==> config.mk <==
export PLATFORM = sky130hd
export DESIGN_NAME = optical_morse_decoder
export DESIGN_NICKNAME = d
export VERILOG_FILES = /design/src/rtl/omd_pkg.sv /design/src/rtl/optical_morse_decoder.sv /design/src/rtl/omd_core.sv /design/src/rtl/omd_rbuf.sv
export SDC_FILE = /design/constraint.sdc
export NUM_CORES = 1
export LEC_CHECK = 0
export BUFFER_PORTS_ARGS = -buffer_cell sky130_fd_sc_hd__buf_2
export CAP_MARGIN = 20
export CORE_ASPECT_RATIO = 0.75
export CORE_MARGIN = 4
export CORE_UTILIZATION = 30
export DETAILED_ROUTE_END_ITERATION = 12
export PLACE_DENSITY = 0.53
export SYNTH_ARGS = -nofsm -noshare
export SYNTH_HDL_FRONTEND = slang
export SYNTH_SLANG_ARGS = --single-unit
==> constraint.sdc <==
create_clock -name clk -period 4.99 [get_ports clk]
set_clock_uncertainty 0.1 [all_clocks]
set_input_delay 0.998 -clock clk [delete_from_list [all_inputs] [get_ports clk]]
set_output_delay 0.998 -clock clk [all_outputs]
set_load 0.01 [all_outputs]
==> src/rtl/omd_pkg.sv <==
// ----------------------------------------------------------------------------
// omd_pkg: shared types and constants for the optical Morse decoder
// Result codes, register map, control structs and the Morse code table.
// ----------------------------------------------------------------------------
package omd_pkg;

  // result kinds
  typedef enum logic [1:0] {
    KIND_LETTER  = 2'd0,
    KIND_SPACE   = 2'd1,
    KIND_INVALID = 2'd2,
    KIND_END     = 2'd3
  } kind_t;

  // register map, word index
  typedef enum logic [2:0] {
    REG_LIGHT_THR   = 3'd0,
    REG_DOT_MIN     = 3'd1,
    REG_DOT_MAX     = 3'd2,
    REG_DASH_MAX    = 3'd3,
    REG_LETTER_MIN  = 3'd4,
    REG_LETTER_LIM  = 3'd5,
    REG_WORD_GAP    = 3'd6,
    REG_MESSAGE_GAP = 3'd7
  } reg_idx_t;

  localparam int CFG_ADDR_BITS = 5;
  localparam int THR_BITS      = 12;
  localparam int RUN_BITS      = 8;

  // register reset values
  localparam logic [THR_BITS-1:0] RST_LIGHT_THR   = 12'd21;
  localparam logic [RUN_BITS-1:0] RST_DOT_MIN     = 8'd2;
  localparam logic [RUN_BITS-1:0] RST_DOT_MAX     = 8'd4;
  localparam logic [RUN_BITS-1:0] RST_DASH_MAX    = 8'd7;
  localparam logic [RUN_BITS-1:0] RST_LETTER_MIN  = 8'd8;
  localparam logic [RUN_BITS-1:0] RST_LETTER_LIM  = 8'd11;
  localparam logic [RUN_BITS-1:0] RST_WORD_GAP    = 8'd14;
  localparam logic [RUN_BITS-1:0] RST_MESSAGE_GAP = 8'd33;

  // result buffer geometry
  localparam int RB_DEPTH    = 8;
  localparam int RB_PTR_BITS = 3;
  localparam int RB_CNT_BITS = 4;

  typedef struct packed {
    logic [THR_BITS-1:0] light_threshold;
    logic [RUN_BITS-1:0] dot_min;
    logic [RUN_BITS-1:0] dot_max;
    logic [RUN_BITS-1:0] dash_max;
    logic [RUN_BITS-1:0] letter_gap_min;
    logic [RUN_BITS-1:0] letter_gap_limit;
    logic [RUN_BITS-1:0] word_gap;
    logic [RUN_BITS-1:0] message_gap;
  } cfg_t;

  typedef struct packed {
    kind_t      kind;
    logic [6:0] char_code;
    logic       last;
  } result_t;

  // up to two results per sample, packed from res0
  typedef struct packed {
    logic    vld0;
    logic    vld1;
    result_t res0;
    result_t res1;
  } push_t;

  // Morse table: length, pattern (bit i set when symbol i is a dash), ASCII
  localparam int MORSE_ENTRIES = 36;

  localparam logic [2:0] MORSE_LEN [MORSE_ENTRIES] = '{
    3'd2, 3'd4, 3'd4, 3'd3, 3'd1, 3'd4, 3'd3, 3'd4, 3'd2, 3'd4,
    3'd3, 3'd4, 3'd2, 3'd2, 3'd3, 3'd4, 3'd4, 3'd3, 3'd3, 3'd1,
    3'd3, 3'd4, 3'd3, 3'd4, 3'd4, 3'd4,
    3'd5, 3'd5, 3'd5, 3'd5, 3'd5, 3'd5, 3'd5, 3'd5, 3'd5, 3'd5
  };

  localparam logic [4:0] MORSE_PAT [MORSE_ENTRIES] = '{
    5'b00010, 5'b00001, 5'b00101, 5'b00001, 5'b00000, // A B C D E
    5'b00100, 5'b00011, 5'b00000, 5'b00000, 5'b01110, // F G H I J
    5'b00101, 5'b00010, 5'b00011, 5'b00001, 5'b00111, // K L M N O
    5'b00110, 5'b01011, 5'b00010, 5'b00000, 5'b00001, // P Q R S T
    5'b00100, 5'b01000, 5'b00110, 5'b01001, 5'b01101, // U V W X Y
    5'b00011,                                         // Z
    5'b11110, 5'b11100, 5'b11000, 5'b10000, 5'b00000, // 1 2 3 4 5
    5'b00001, 5'b00011, 5'b00111, 5'b01111, 5'b11111  // 6 7 8 9 0
  };

  localparam logic [6:0] MORSE_CHR [MORSE_ENTRIES] = '{
    7'h41, 7'h42, 7'h43, 7'h44, 7'h45, 7'h46, 7'h47, 7'h48, 7'h49, 7'h4A,
    7'h4B, 7'h4C, 7'h4D, 7'h4E, 7'h4F, 7'h50, 7'h51, 7'h52, 7'h53, 7'h54,
    7'h55, 7'h56, 7'h57, 7'h58, 7'h59, 7'h5A,
    7'h31, 7'h32, 7'h33, 7'h34, 7'h35, 7'h36, 7'h37, 7'h38, 7'h39, 7'h30
  };

  // returns the ASCII code for the held symbols, zero when nothing matches
  function automatic logic [6:0] morse_lookup(input logic [7:0] bits,
                                               input logic [3:0] cnt);
    logic [6:0] ch;
    ch = '0;
    for (int e = 0; e < MORSE_ENTRIES; e++) begin
      if (cnt == 4'(MORSE_LEN[e]) && bits == 8'(MORSE_PAT[e])) begin
        ch = MORSE_CHR[e];
      end
    end
    return ch;
  endfunction

endpackage

==> src/rtl/optical_morse_decoder.sv <==
// ----------------------------------------------------------------------------
// optical_morse_decoder: light-sensor Morse decoder
// Thresholds one sample per beat, times light pulses and gaps, and emits
// letters, word spaces, invalid-code and end-of-message markers.
//
//   channel  direction  handshake            payload
//   in_      input      in_valid / in_stall  in_sample
//   out_     output     out_valid/out_stall  out_kind, out_char_code, out_last
//   cfg      input      psel/penable/pready  paddr, pwdata, pwrite, prdata
//
// A sample is registered on acceptance, decoded in the next cycle and its
// results land in an 8-beat result buffer, one sample per cycle while in_stall
// is low. The output drains one beat per cycle while out_stall is low, so a
// sample with two results (letter and word space) takes two output beats;
// in_stall rises when the buffer cannot hold the pending sample's results and two more.
// Reset is synchronous; registers return to their defaults and the
// buffer empties.
// ----------------------------------------------------------------------------
module optical_morse_decoder
  import omd_pkg::*;
#(
  parameter int MAX_SYMBOLS = 6,
  parameter int SAMPLE_BITS = 12
) (
  input  logic                     clk,
  input  logic                     rst_n,
  // sample channel
  input  logic                     in_valid,
  output logic                     in_stall,
  input  logic [SAMPLE_BITS-1:0]   in_sample,
  // result channel
  output logic                     out_valid,
  input  logic                     out_stall,
  output logic [1:0]               out_kind,
  output logic [6:0]               out_char_code,
  output logic                     out_last,
  // register port
  input  logic                     psel,
  input  logic                     penable,
  input  logic                     pwrite,
  input  logic [CFG_ADDR_BITS-1:0] paddr,
  input  logic [31:0]              pwdata,
  output logic [31:0]              prdata,
  output logic                     pready
);

  cfg_t                   cfg_r;
  logic                   in_vld_r;
  logic [SAMPLE_BITS-1:0] in_sample_r;
  logic                   in_acc, reg_wr;
  reg_idx_t               reg_idx;
  push_t                  push;
  result_t                res;

  // register port
  assign pready  = 1'b1;
  assign reg_wr  = psel && penable && pwrite && pready;
  assign reg_idx = reg_idx_t'(paddr[CFG_ADDR_BITS-1:2]);

  always_ff @(posedge clk) begin
    if (!rst_n) begin
      cfg_r.light_threshold  <= RST_LIGHT_THR;
      cfg_r.dot_min          <= RST_DOT_MIN;
      cfg_r.dot_max          <= RST_DOT_MAX;
      cfg_r.dash_max         <= RST_DASH_MAX;
      cfg_r.letter_gap_min   <= RST_LETTER_MIN;
      cfg_r.letter_gap_limit <= RST_LETTER_LIM;
      cfg_r.word_gap         <= RST_WORD_GAP;
      cfg_r.message_gap      <= RST_MESSAGE_GAP;
    end else if (reg_wr) begin
      case (reg_idx)
        REG_LIGHT_THR:   cfg_r.light_threshold  <= pwdata[THR_BITS-1:0];
        REG_DOT_MIN:     cfg_r.dot_min          <= pwdata[RUN_BITS-1:0];
        REG_DOT_MAX:     cfg_r.dot_max          <= pwdata[RUN_BITS-1:0];
        REG_DASH_MAX:    cfg_r.dash_max         <= pwdata[RUN_BITS-1:0];
        REG_LETTER_MIN:  cfg_r.letter_gap_min   <= pwdata[RUN_BITS-1:0];
        REG_LETTER_LIM:  cfg_r.letter_gap_limit <= pwdata[RUN_BITS-1:0];
        REG_WORD_GAP:    cfg_r.word_gap         <= pwdata[RUN_BITS-1:0];
        REG_MESSAGE_GAP: cfg_r.message_gap      <= pwdata[RUN_BITS-1:0];
        default: ;
      endcase
    end
  end

  always_comb begin
    case (reg_idx)
      REG_LIGHT_THR:   prdata = 32'(cfg_r.light_threshold);
      REG_DOT_MIN:     prdata = 32'(cfg_r.dot_min);
      REG_DOT_MAX:     prdata = 32'(cfg_r.dot_max);
      REG_DASH_MAX:    prdata = 32'(cfg_r.dash_max);
      REG_LETTER_MIN:  prdata = 32'(cfg_r.letter_gap_min);
      REG_LETTER_LIM:  prdata = 32'(cfg_r.letter_gap_limit);
      REG_WORD_GAP:    prdata = 32'(cfg_r.word_gap);
      REG_MESSAGE_GAP: prdata = 32'(cfg_r.message_gap);
      default:         prdata = '0;
    endcase
  end

  // input register
  assign in_acc = in_valid && !in_stall;

  always_ff @(posedge clk) begin
    if (!rst_n) begin
      in_vld_r <= 1'b0;
    end else begin
      in_vld_r <= in_acc;
    end
  end

  always_ff @(posedge clk) begin
    if (in_acc) begin
      in_sample_r <= in_sample;
    end
  end

  // decode step
  omd_core #(
    .MAX_SYMBOLS (MAX_SYMBOLS),
    .SAMPLE_BITS (SAMPLE_BITS)
  ) u_core (
    .clk    (clk),
    .rst_n  (rst_n),
    .step   (in_vld_r),
    .sample (in_sample_r),
    .cfg    (cfg_r),
    .push   (push)
  );

  // result buffer
  omd_rbuf u_rbuf (
    .clk       (clk),
    .rst_n     (rst_n),
    .push      (push),
    .pend      (in_vld_r),
    .in_stall  (in_stall),
    .out_valid (out_valid),
    .out_stall (out_stall),
    .out_res   (res)
  );

  assign out_kind      = res.kind;
  assign out_char_code = res.char_code;
  assign out_last      = res.last;

endmodule

==> src/rtl/omd_core.sv <==
// ----------------------------------------------------------------------------
// omd_core: per-sample Morse decode step
// Holds the run counters and symbol store, classifies pulses and gaps and
// forms up to two results for each registered sample.
// ----------------------------------------------------------------------------
module omd_core
  import omd_pkg::*;
#(
  parameter int MAX_SYMBOLS = 6,
  parameter int SAMPLE_BITS = 12
) (
  input  logic                   clk,
  input  logic                   rst_n,
  input  logic                   step,
  input  logic [SAMPLE_BITS-1:0] sample,
  input  cfg_t                   cfg,
  output push_t                  push
);

  localparam int CNT_W = $clog2(MAX_SYMBOLS + 1);
  localparam int CMP_W = (SAMPLE_BITS > THR_BITS) ? SAMPLE_BITS : THR_BITS;

  logic [RUN_BITS-1:0]    high_run_r, high_run_nxt;
  logic [RUN_BITS-1:0]    low_run_r, low_run_nxt;
  logic                   guard_r, guard_nxt;
  logic                   word_armed_r, word_armed_nxt;
  logic                   msg_armed_r, msg_armed_nxt;
  logic [MAX_SYMBOLS-1:0] sym_bits_r, sym_bits_nxt;
  logic [CNT_W-1:0]       sym_cnt_r, sym_cnt_nxt;

  logic                   light, low_nz, letter_end;
  logic                   is_dot, is_dash, add_ok;
  logic [MAX_SYMBOLS-1:0] add_bits;
  logic [CNT_W-1:0]       add_cnt;
  logic                   word_hit, msg_hit;
  logic [RUN_BITS-1:0]    high_inc, low_inc;
  logic [6:0]             lk_char;
  result_t                lk_res, space_res, end_res;

  // sample and run classification
  assign light      = CMP_W'(sample) > CMP_W'(cfg.light_threshold);
  assign low_nz     = low_run_r != '0;
  assign letter_end = light && low_nz && !guard_r &&
                      low_run_r >= cfg.letter_gap_min &&
                      low_run_r <  cfg.letter_gap_limit;
  assign is_dot     = high_run_r >= cfg.dot_min && high_run_r <= cfg.dot_max;
  assign is_dash    = !is_dot && high_run_r > cfg.dot_max &&
                      high_run_r <= cfg.dash_max;
  assign add_ok     = (is_dot || is_dash) && sym_cnt_r < CNT_W'(MAX_SYMBOLS);
  assign word_hit   = !light && low_run_r == cfg.word_gap;
  assign msg_hit    = !light && !word_hit && low_run_r == cfg.message_gap;
  assign high_inc   = (high_run_r == '1) ? high_run_r : high_run_r + 8'd1;
  assign low_inc    = (low_run_r == '1) ? low_run_r : low_run_r + 8'd1;

  // symbol store with the pulse that just ended appended
  always_comb begin
    add_bits = sym_bits_r;
    add_cnt  = sym_cnt_r;
    if (add_ok) begin
      for (int i = 0; i < MAX_SYMBOLS; i++) begin
        if (CNT_W'(i) == sym_cnt_r) begin
          add_bits[i] = is_dash;
        end
      end
      add_cnt = sym_cnt_r + CNT_W'(1);
    end
  end

  // one table lookup: held symbols at a rising edge, updated ones in a gap
  assign lk_char = light ? morse_lookup(8'(sym_bits_r), 4'(sym_cnt_r))
                         : morse_lookup(8'(add_bits), 4'(add_cnt));

  always_comb begin
    lk_res.kind      = (lk_char != '0) ? KIND_LETTER : KIND_INVALID;
    lk_res.char_code = lk_char;
    lk_res.last      = 1'b1;
    space_res        = '{kind: KIND_SPACE, char_code: '0, last: 1'b1};
    end_res          = '{kind: KIND_END, char_code: '0, last: 1'b1};
  end

  // results for this sample
  always_comb begin
    push      = '0;
    push.res0 = lk_res;
    push.res1 = space_res;
    if (step) begin
      if (letter_end && sym_cnt_r != '0) begin
        push.vld0 = 1'b1;
      end else if (word_hit && word_armed_r) begin
        push.vld0      = 1'b1;
        push.vld1      = 1'b1;
        push.res0.last = 1'b0;
      end else if (msg_hit && msg_armed_r) begin
        push.vld0 = 1'b1;
        push.res0 = end_res;
      end
    end
  end

  // next state
  always_comb begin
    high_run_nxt   = high_run_r;
    low_run_nxt    = low_run_r;
    guard_nxt      = guard_r;
    word_armed_nxt = word_armed_r;
    msg_armed_nxt  = msg_armed_r;
    sym_bits_nxt   = sym_bits_r;
    sym_cnt_nxt    = sym_cnt_r;
    if (light) begin
      if (low_nz) begin
        if (letter_end) begin
          sym_bits_nxt = '0;
          sym_cnt_nxt  = '0;
        end
        if (guard_r) begin
          low_run_nxt = '0;
        end
        guard_nxt = 1'b1;
      end else begin
        guard_nxt = 1'b0;
      end
      high_run_nxt = high_inc;
    end else begin
      guard_nxt    = 1'b0;
      sym_bits_nxt = add_bits;
      sym_cnt_nxt  = add_cnt;
      if (word_hit) begin
        if (word_armed_r) begin
          sym_bits_nxt = '0;
          sym_cnt_nxt  = '0;
        end else begin
          word_armed_nxt = 1'b1;
        end
      end else if (msg_hit) begin
        msg_armed_nxt = 1'b1;
      end
      low_run_nxt  = low_inc;
      high_run_nxt = '0;
    end
  end

  always_ff @(posedge clk) begin
    if (!rst_n) begin
      high_run_r   <= '0;
      low_run_r    <= '0;
      guard_r      <= 1'b0;
      word_armed_r <= 1'b0;
      msg_armed_r  <= 1'b0;
      sym_bits_r   <= '0;
      sym_cnt_r    <= '0;
    end else if (step) begin
      high_run_r   <= high_run_nxt;
      low_run_r    <= low_run_nxt;
      guard_r      <= guard_nxt;
      word_armed_r <= word_armed_nxt;
      msg_armed_r  <= msg_armed_nxt;
      sym_bits_r   <= sym_bits_nxt;
      sym_cnt_r    <= sym_cnt_nxt;
    end
  end

endmodule

==> src/rtl/omd_rbuf.sv <==
// ----------------------------------------------------------------------------
// omd_rbuf: result buffer
// Small queue: takes up to two result beats per cycle, hands them out one
// per cycle while out_stall is low, and drives in_stall from its fill level.
// ----------------------------------------------------------------------------
module omd_rbuf
  import omd_pkg::*;
(
  input  logic    clk,
  input  logic    rst_n,
  input  push_t   push,
  input  logic    pend,      // a sample is registered and will push next edge
  output logic    in_stall,
  output logic    out_valid,
  input  logic    out_stall,
  output result_t out_res
);

  result_t                mem_r [RB_DEPTH];
  logic [RB_PTR_BITS-1:0] wr_ptr_r, wr_ptr_nxt;
  logic [RB_PTR_BITS-1:0] rd_ptr_r, rd_ptr_nxt;
  logic [RB_CNT_BITS-1:0] cnt_r, cnt_nxt;
  logic [1:0]             npush;
  logic                   pop;
  logic [RB_CNT_BITS:0]   level;

  assign npush = {1'b0, push.vld0} + {1'b0, push.vld1};
  assign pop   = out_valid && !out_stall;

  // room for the pending sample and one more, two beats each
  assign level    = {1'b0, cnt_r} + {{(RB_CNT_BITS-1){1'b0}}, pend, 1'b0};
  assign in_stall = level > (RB_CNT_BITS+1)'(RB_DEPTH - 2);

  assign out_valid = cnt_r != '0;
  assign out_res   = mem_r[rd_ptr_r];

  always_comb begin
    wr_ptr_nxt = wr_ptr_r + RB_PTR_BITS'(npush);
    rd_ptr_nxt = pop ? rd_ptr_r + RB_PTR_BITS'(1) : rd_ptr_r;
    cnt_nxt    = cnt_r + RB_CNT_BITS'(npush) - RB_CNT_BITS'(pop);
  end

  // storage, no reset
  always_ff @(posedge clk) begin
    if (push.vld0) begin
      mem_r[wr_ptr_r] <= push.res0;
    end
    if (push.vld1) begin
      mem_r[wr_ptr_r + RB_PTR_BITS'(1)] <= push.res1;
    end
  end

  always_ff @(posedge clk) begin
    if (!rst_n) begin
      wr_ptr_r <= '0;
      rd_ptr_r <= '0;
      cnt_r    <= '0;
    end else begin
      wr_ptr_r <= wr_ptr_nxt;
      rd_ptr_r <= rd_ptr_nxt;
      cnt_r    <= cnt_nxt;
    end
  end

endmodule

==> run_results.csv <==
group,metric,value,unit
global_route,grt_pass1_wl,59200,microns
pwr,p_per_area,290,nW/um^2
timing,worst_slew_pin_slew,1160,ps
routing,post-route-drc-count,0,
job,maxCapViolCount,0,
global_route,grt-ovfl-total,0,
finish,final_cell_mix,"dfxtp_1 (190), nand2_1 (149), nor2_1 (105)",
synthesis,netlist_area,12600,sq um
routing,finalWirelength,37400,microns
place,place_congestion,0.875,
clock_tree,holdBufCountCts,0,
timing,tns,0,ps
synthesis,synthArstFlopShare,0,%
clock_tree,cts_buffers,24,
place,hpwl,27400,microns
synthesis,synth_edf_count,12,
worst_setup_path,worstPathMaxFanout,13,
hold_path,hp-class,"reg -> reg",
finish,drive_above_1_share,11.9,%
worst_setup_path,cp_num_buf_inv,1,
die,die_w,244,microns
worst_setup_path,crit_family,"compound AO/OA/AOI/OAI gates",
clock_tree,clock_sink_count,202,
synthesis,synth_mux_area_share,10.4,%
routing,drtAntennaViolNets,0,
synthesis,synth_fa_ha_area_share,7.49,%
worst_setup_path,cp-end-kind,"flip-flop",
global_route,antenna_found_initial,0,
finish,n_antenna_cell,0,
timing,maxSlewHeadroom,22.9,%
die,row_count,64,
timing,fin_crit_sh,89.9,%
timing,fmax,0.223,GHz
global_route,grt_max_degree,51,
worst_setup_path,slowest_stage,"dfxtp_1",
synthesis,synth-seq-cells,202,
pwr,peakVddDrop,0.204,mV
worst_setup_path,required,5300,ps
routing,first_iter_violations,974,
finish,nets,1639,
routing,routedWlPerCell,17.9,microns
die,num_io_pins,101,
die,die_y,185,microns
global_route,grt_usage,16.1,%
outcome,status,"completed",
global_route,first_global_vias,10300,
synthesis,synth_top_family_by_area,"simple AND/OR/NAND/NOR gates",
clock_tree,clock_path_buffers,3,
finish,finish.utilization,34.3,%
finish,syn_to_final_growth,12.4,%
timing,hold_violations,0,
die,design.die.area,45200,sq um
clock_tree,tritoncts,"built",
synthesis,ys_types,89,
synthesis,synth-seq-area-share,33.2,%
clock_tree,cts.clk_slew.worst_paths,60,ps
place,placed_cell_area,13300,sq um
timing,maxSlewViolCount,0,
synthesis,synth_xor_area_share,2.58,%
routing,vias,11100,
pwr,p_leak,5.22,nW
timing,setup_viol_count_final,0,
timing,setup_ws,505,ps
synthesis,synth-compound-area-share,19.6,%
timing,rsz0062_at_grt,"no",
clock_tree,clkLatencyLatePin,520,ps
synthesis,yosysWarnings,0,
timing,finalCriticalPeriod,4490,ps
synthesis,synth_top_flop_cell,"dfxtp_1",
timing,hold_slack,350,ps
die,core-area,41100,sq um
worst_setup_path,critPathKind,"reg -> reg",
synthesis,synthSimpleGateAreaFrac,20.4,%
synthesis,syn_area_per_cell,8.44,sq um
routing,first_pass_iters,5,
worst_setup_path,cp-start-kind,"flip-flop",
place,dp_slack,540,ps
synthesis,syn_inst,1487,
clock_tree,h-tree-depth,1,
finish,layout_commonest_cell,"dfxtp_1",
worst_setup_path,crit_chain,"inv_1 > ha_1 > and3_1 > a221oi_1 > o21ai_1 > nor3_2 > a21o_1 > mux2i_1 > o221ai_1 > a221o_1 > a2111oi_4 > nor2_1 > a32o_1",
place,io_buffer_count,57,
clock_tree,cts_resized,0,
worst_setup_path,max_stage_delay,440,ps
die,start_util,30.6,%
finish,fin_area,14100,sq um
worst_setup_path,cp.arrival,4790,ps
routing,post_drt_via_cell_ratio,5.32,
clock_tree,cts_root_buf,"clkbuf_16",
clock_tree,post_cts_buffers,0,
## logic make-up (layout without fill, tap and decap cells)
logic type                 after synthesis  in the layout
DFF                                    202            202
other                                    2             21
and+or+nand+nor                        524            524
buffers and inverters                  186            207
muxes                                  103            103
adders and majority gates               74             74
xor gates and xnor gates                37             37
AOI/OAI and AO/OA                      359            359
## worst paths after layout
| path | cells after the start | slack (ps) | startpoint | to |
|---|---|---|---|---|
| max | 13 | 500 | cfg_r[53] | u_rbuf.mem_r[1][7] |
| min | 2 | 350 | u_rbuf.mem_r[3][4] | u_rbuf.mem_r[3][4] |
| max reg2reg | 13 | 500 | cfg_r[53] | u_rbuf.mem_r[1][7] |
| min reg2reg | 2 | 350 | u_rbuf.mem_r[3][4] | u_rbuf.mem_r[3][4] |
## stage by stage
stage,cells,power (mW)
final,2088,4.09
after global routing,2088,4.27
after detailed placement,2041,2.41
after CTS,2085,4.13
after global placement,2041,2.40
after floorplan,1506,2.23
## Yosys cell counts (13+ instances only)
library cell    n  share of area [%]
dfxtp_1       190                 30
nand2_1       149                4.5
nor2_1        105                3.1
a21oi_1        86                3.4
clkbuf_1       82                2.5
inv_1          73                2.2
ha_1           72                7.2
o21ai_0        72                2.9
mux2i_1        70                5.6
nor2b_1        64                3.2
nand3_1        46                1.8
nor3_1         46                1.8
o211ai_1       31                1.9
xnor2_1        24                1.7
nand4_1        22                1.1
buf_4          21                1.3
mux4_2         21                3.8
nand2b_1       19               0.95
and2_1         18               0.90
and3_1         17               0.85
a21boi_0       16               0.96
a21o_1         15               0.90
a31oi_1        14               0.70
xor2_1         13               0.91
## state kept, by name, summed over array words and instances, names as in the netlist, 3 cells and up, named ones only
| name | flops |
|---|---|
| u_rbuf.cnt_r | 4 |
| u_rbuf.mem_r | 80 |
| u_core.sym_cnt_r | 3 |
| u_rbuf.wr_ptr_r | 3 |
| u_rbuf.rd_ptr_r | 3 |
| u_core.sym_bits_r | 6 |
| u_core.high_run_r | 8 |
| u_core.low_run_r | 8 |
| cfg_r | 68 |
| in_sample_r | 12 |
## layer usage
metal | up-vias | GRT usage, % | wire (microns)
met4 | 0 | 3.35 | 624
met2 | 359 | 23.6 | 15300
met1 | 5307 | 24.8 | 18900
met3 | 46 | 2.52 | 2600
li1 | 5393 | - | -
met5 | - | 0 | 0
## where the power goes
group / total [mW] / internal [mW] / switching [mW] / leakage [nW]
Combinational: 0.628 / 0.262 / 0.366 / 3.19
Clock: 1.71 / 1.02 / 0.696 / 0.387
Sequential: 1.75 / 1.69 / 0.0590 / 1.65
## cell type report
cell class                 count  area [sq um]
clock buffer                  35           697
sequential                   202          4160
tap                          561           702
inverter                      76           285
timing repair buffer          87           512
fill                        4184         27000
clock inverter                 9          70.1
multi-input combinational   1118          7680
## worst min-delay path: stages (launching register included)
cell and delay (ps):
dfxtp_1 300, nand2_1 50, a21oi_1 50
Note: power is estimated with default switching activity, not from simulation.
